[src/rtl/imh_pkg.sv]
`timescale 1ns / 1ps
// ----------------------------------------------------------------------------
// imh_pkg: shared types and codes for the indexed min-heap
// Command and status codes, engine state type and the queue entry format.
// ----------------------------------------------------------------------------
package imh_pkg;

  localparam logic [1:0] CMD_INSERT = 2'd0;
  localparam logic [1:0] CMD_POP    = 2'd1;
  localparam logic [1:0] CMD_DEC    = 2'd2;
  localparam logic [1:0] CMD_NOP    = 2'd3;

  localparam logic [2:0] ST_OK     = 3'd0;
  localparam logic [2:0] ST_FULL   = 3'd1;
  localparam logic [2:0] ST_DUP    = 3'd2;
  localparam logic [2:0] ST_EMPTY  = 3'd3;
  localparam logic [2:0] ST_ABSENT = 3'd4;
  localparam logic [2:0] ST_ZERO   = 3'd5;

  localparam int KEY_W   = 10;
  localparam int VALIN_W = 16;
  localparam int CNT_W   = 11;

  typedef enum logic [4:0] {
    S_CLEAR, S_IDLE,
    S_INS_P, S_INS_W,
    S_POP_R, S_POP_L, S_POP_W,
    S_DEC_R, S_DEC_W, S_DEC_CHK,
    S_UP_RD, S_UP_WT, S_UP_CMP,
    S_DN_RL, S_DN_RR, S_DN_WT, S_DN_CMP,
    S_DONE
  } imh_state_t;

  typedef struct packed {
    logic [1:0]         command;
    logic [KEY_W-1:0]   key;
    logic [VALIN_W-1:0] value;
  } imh_cmd_t;

endpackage

[src/rtl/imh_queue.sv]
`timescale 1ns / 1ps
// ----------------------------------------------------------------------------
// imh_queue: front end command queue
// Two-entry queue that takes command transfers and hands them to the engine.
// ----------------------------------------------------------------------------
module imh_queue (
  input  logic              clk,
  input  logic              rst_n,
  input  logic              in_valid,
  output logic              in_ready,
  input  imh_pkg::imh_cmd_t in_cmd,
  output logic              q_valid,
  input  logic              q_ready,
  output imh_pkg::imh_cmd_t q_cmd
);
  imh_pkg::imh_cmd_t buf_r [2];
  logic              wp_r, rp_r;
  logic [1:0]        cnt_r;
  logic              push, pop;

  assign in_ready = (cnt_r != 2'd2);
  assign q_valid  = (cnt_r != 2'd0);
  assign q_cmd    = buf_r[rp_r];
  assign push     = in_valid && in_ready;
  assign pop      = q_valid && q_ready;

  always_ff @(posedge clk) begin
    if (push) begin
      buf_r[wp_r] <= in_cmd;
    end
    if (!rst_n) begin
      wp_r  <= 1'b0;
      rp_r  <= 1'b0;
      cnt_r <= 2'd0;
    end else begin
      if (push) wp_r <= ~wp_r;
      if (pop)  rp_r <= ~rp_r;
      cnt_r <= cnt_r + {1'b0, push} - {1'b0, pop};
    end
  end

  a_cnt_bound: assert property (@(posedge clk) disable iff (!rst_n) cnt_r != 2'd3)
    else $error("queue count overflow");
  a_no_push_full: assert property (@(posedge clk) disable iff (!rst_n)
    cnt_r == 2'd2 |-> !push) else $error("push into full queue");
  a_no_pop_empty: assert property (@(posedge clk) disable iff (!rst_n)
    cnt_r == 2'd0 |-> !pop) else $error("pop from empty queue");
endmodule

[config.mk]
export PLATFORM = sky130hd
export DESIGN_NAME = imh_queue
export DESIGN_NICKNAME = d
export VERILOG_FILES = /design/src/rtl/imh_pkg.sv /design/src/rtl/imh_queue.sv
export SDC_FILE = /design/constraint.sdc
export NUM_CORES = 1
export LEC_CHECK = 0
export ABC_AREA = 1
export BUFFER_PORTS_ARGS = -buffer_cell sky130_fd_sc_hd__buf_2
export CAP_MARGIN = 5
export CORE_MARGIN = 3
export CORE_UTILIZATION = 52
export DETAILED_ROUTE_END_ITERATION = 8
export PLACE_DENSITY = 0.86
export SLEW_MARGIN = 30
export SYNTH_ARGS = -nofsm -noshare
export SYNTH_HDL_FRONTEND = slang
export SYNTH_SLANG_ARGS = --single-unit
[constraint.sdc]
create_clock -name clk -period 2.5 [get_ports clk]
set_input_delay 0.375 -clock clk [delete_from_list [all_inputs] [get_ports clk]]
set_output_delay 0.375 -clock clk [all_outputs]
set_load 0.005 [all_outputs]
==> results by group <==
Setup path
  – CP max FO: 15
  – Crit path arrival time: between 1.5 and 2 ns
  – Setup crit end kind: primary output
  – Required @ worst endpoint: about 2.1 ns
  – Reg2reg setup slack: 0.82 ns
  – CP startpoint kind: flop
  – Crit Path Category: reg -> out

Placed design
  – Port Buf Inserts: just over 60
  – DP Worst Slack: about 0.81 ns
  – Dpl hpwl: 3050 um
  – Final Wtd Congestion: 0.689
  – Cell Count Post-Placement: about 240

CTS
  – Post-CTS Setup Repair Bufs: 0
  – # hold bufs at CTS: 0
  – Clk buf depth: 2
  – Clock root buffer: clkbuf_8
  – Clock transition at path regs: roughly 0.06 ns
  – Clk sinks: between 60 and 70
  – CTS tree: done
  – H-tree Lvls: 3
  – Skew-Pair Late Insertion Delay: between 0.3 and 0.4 ns
  – PostCTS Resize Cnt: 0
  – Total CTS buffers: 9

Synth
  – Syn Nets: between 150 and 200
  – Post-Syn Area per Cell: approximately 19 um^2
  – #FFs+latches synth: 61
  – Count of different cell masters after synthesis: 12
  – Syn Std Cell Area: 2360 um^2
  – Synth Warn #: 0
  – Seq/Total Area, Yosys: between 70% and 80%
  – Post-Syn Instances: 123

Floorplan
  – Core Area: between 4000 and 5000 um^2
  – Initial Util: approximately 56%
  – Die width: 73.4 um
  – Die H: between 70 and 80 um
  – Die ar.: ~5400 um^2
  – Row count: 23
  – I/O pin cnt: a little over 60

STA
  – Final clock skew: between 0.004 and 0.005 ns
  – Final Hold Fails: 0
  – Highest Clock Rate: around 500 MHz
  – Worst setup margin: between 0.4 and 0.5 ns
  – Final Max Slew Viols: 0
  – Worst-Margin Slew: 0.637 ns
  – Setup violators final: 0
  – Total negative slack: 0 ns
  – Normalized max-slew margin: between 50% and 60%
  – Min Tclk post-route: 2.02 ns
  – RSZ-0062 raised after global routing: false
  – Final hold slack: roughly 0.23 ns
  – Final cycle utilization of the critical path: approximately four fifths

Worst hold path
  – Hold Crit Class: in -> reg

Power and ir drop
  – Total power: between 2 and 3 mW
  – Power per cell area: slightly below 1000 nW/um^2
  – Leakage power: 1.20 nW
  – VDD IR max: 0.000610 V

Detailed routing
  – Vias per cell: 5.12
  – Wire length per cell: 16.9 um
  – DR pass1 iterations: 3
  – Antenna-violating nets left: 0
  – DRT iter0 DRCs: 59
  – WL final: ~4200 um
  – DR vias: around 1300
  – Post-route DRC: 0

Final layout
  – Antenna fix cells: 0
  – Final non-filler cell total: approximately 250
  – Reg area: between 1500 and 2000 um^2
  – Final #Nets: 230
  – Share of layout cells above drive strength 1: around 54%
  – Synth-to-Final Area Change: 23.6%
  – Multi-input logic area: approximately 500 um^2
  – Fillers: 300

Outcome
  – Status: complete, no violations

GRT
  – Vias in the first global route: about 1400
  – Largest net degree at the start of global routing: 16
  – Grt ovf: 0
  – Global-route wire length before repair: around 6700 um
  – Gr usage total: about 18%
  – Initial antenna violation count: 0

Job
  – Maxcap violations: 0
## metal layers
metal  wire (um)  vias to the layer above  global-route usage, %
li1            -                      606                      -
met1        1660                      613                   19.4
met2        2120                       55                   27.7
met3         333                       12                   8.76
met4         129                        0                   9.86
met5           0                        -                      0
## layout by cell type (no fill, tap or decap)
cell	synthesis	final
dfxtp_2	0	1
bufinv_16	0	1
nor2_2	0	1
clkbuf_1	0	1
buf_4	0	2
inv_1	7	7
mux2_4	20	20
clkinv_2	0	4
buf_2	0	61
mux2_2	8	8
nor2_1	8	7
nand2_1	9	9
dfxtp_1	5	4
clkbuf_8	0	9
a21oi_1	2	2
nand3_1	3	3
buf_12	2	2
ha_1	2	2
edfxtp_1	56	56
clkinv_1	0	1
## report_power, final
part	leakage, nW	switching (mW)	internal [mW]
clock	0.0972	0.357	0.450
sequential	0.565	0.0830	1.30
combinational	0.539	0.320	0.388
total	1.20	0.760	2.13
## stage by stage
| step | utilization, % | instance area, um^2 |
|---|---|---|
| floorplan | - | 2360 |
| global placement | 65.2 | 2740 |
| detailed placement | 65.2 | 2740 |
| CTS | 69.5 | 2920 |
| global route | 69.5 | 2920 |
| finish | 69.5 | 2920 |
## cell usage after synthesis
| cell type | count | area (um^2) |
|---|---|---|
| edfxtp_1 | 56 | 1680 |
| mux2_4 | 20 | 300 |
| nand2_1 | 9 | 33.8 |
| mux2_2 | 8 | 90.1 |
| nor2_1 | 8 | 30.0 |
| inv_1 | 7 | 26.3 |
| dfxtp_1 | 5 | 100 |
| nand3_1 | 3 | 15.0 |
| a21oi_1 | 2 | 10.0 |
| buf_12 | 2 | 40.0 |
| ha_1 | 2 | 25.0 |
| buf_6 | 1 | 11.3 |
## path summary, 6_finish.rpt
kind                            start                     end  depth (start not counted)
hold reg to reg     rp_r$_SDFFE_PN0P_                    flop                          2
hold / removal             in_cmd[24]  buf_r[1][24]$_DFFE_PP_                          1
setup reg to reg  cnt_r[0]$_SDFF_PN0_     cnt_r[1]$_SDFF_PN0_                         11
setup / recovery                 flop                q_cmd[5]                          3
## sequential cells by signal, indices dropped and copies added, names as in the netlist, named ones only
name / flops
cnt_r: 2
wp_r: 1
buf_r: 56
rp_r: 1
## cell type report
| type | count | area share [%] |
|---|---|---|
| Clock buffer | 10 | 4.37 |
| Sequential cell | 61 | 61.1 |
| Multi-Input combinational cell | 52 | 17.4 |
| Timing Repair Buffer | 65 | 12.3 |
| Inverter | 7 | 0.900 |
| Tap cell | 50 | 2.14 |
| Clock inverter | 6 | 1.84 |
## cells by family after synthesis
logic type | after synthesis | synth area share [%]
flip-flops | 61 | 75.4
multiplexers | 28 | 16.5
AND/OR/NAND/NOR | 20 | 3.33
buffers and inverters | 10 | 3.28
AO/OA/AOI/OAI | 2 | 0.424
adder cells (fa/ha/maj) | 2 | 1.06
## worst max-delay path: stages (launching register included)
cell and delay [ns]:
dfxtp_2 0.61, buf_12 0.23, mux2_2 0.34, buf_2 0.13
(Power assumes the default switching activity.)
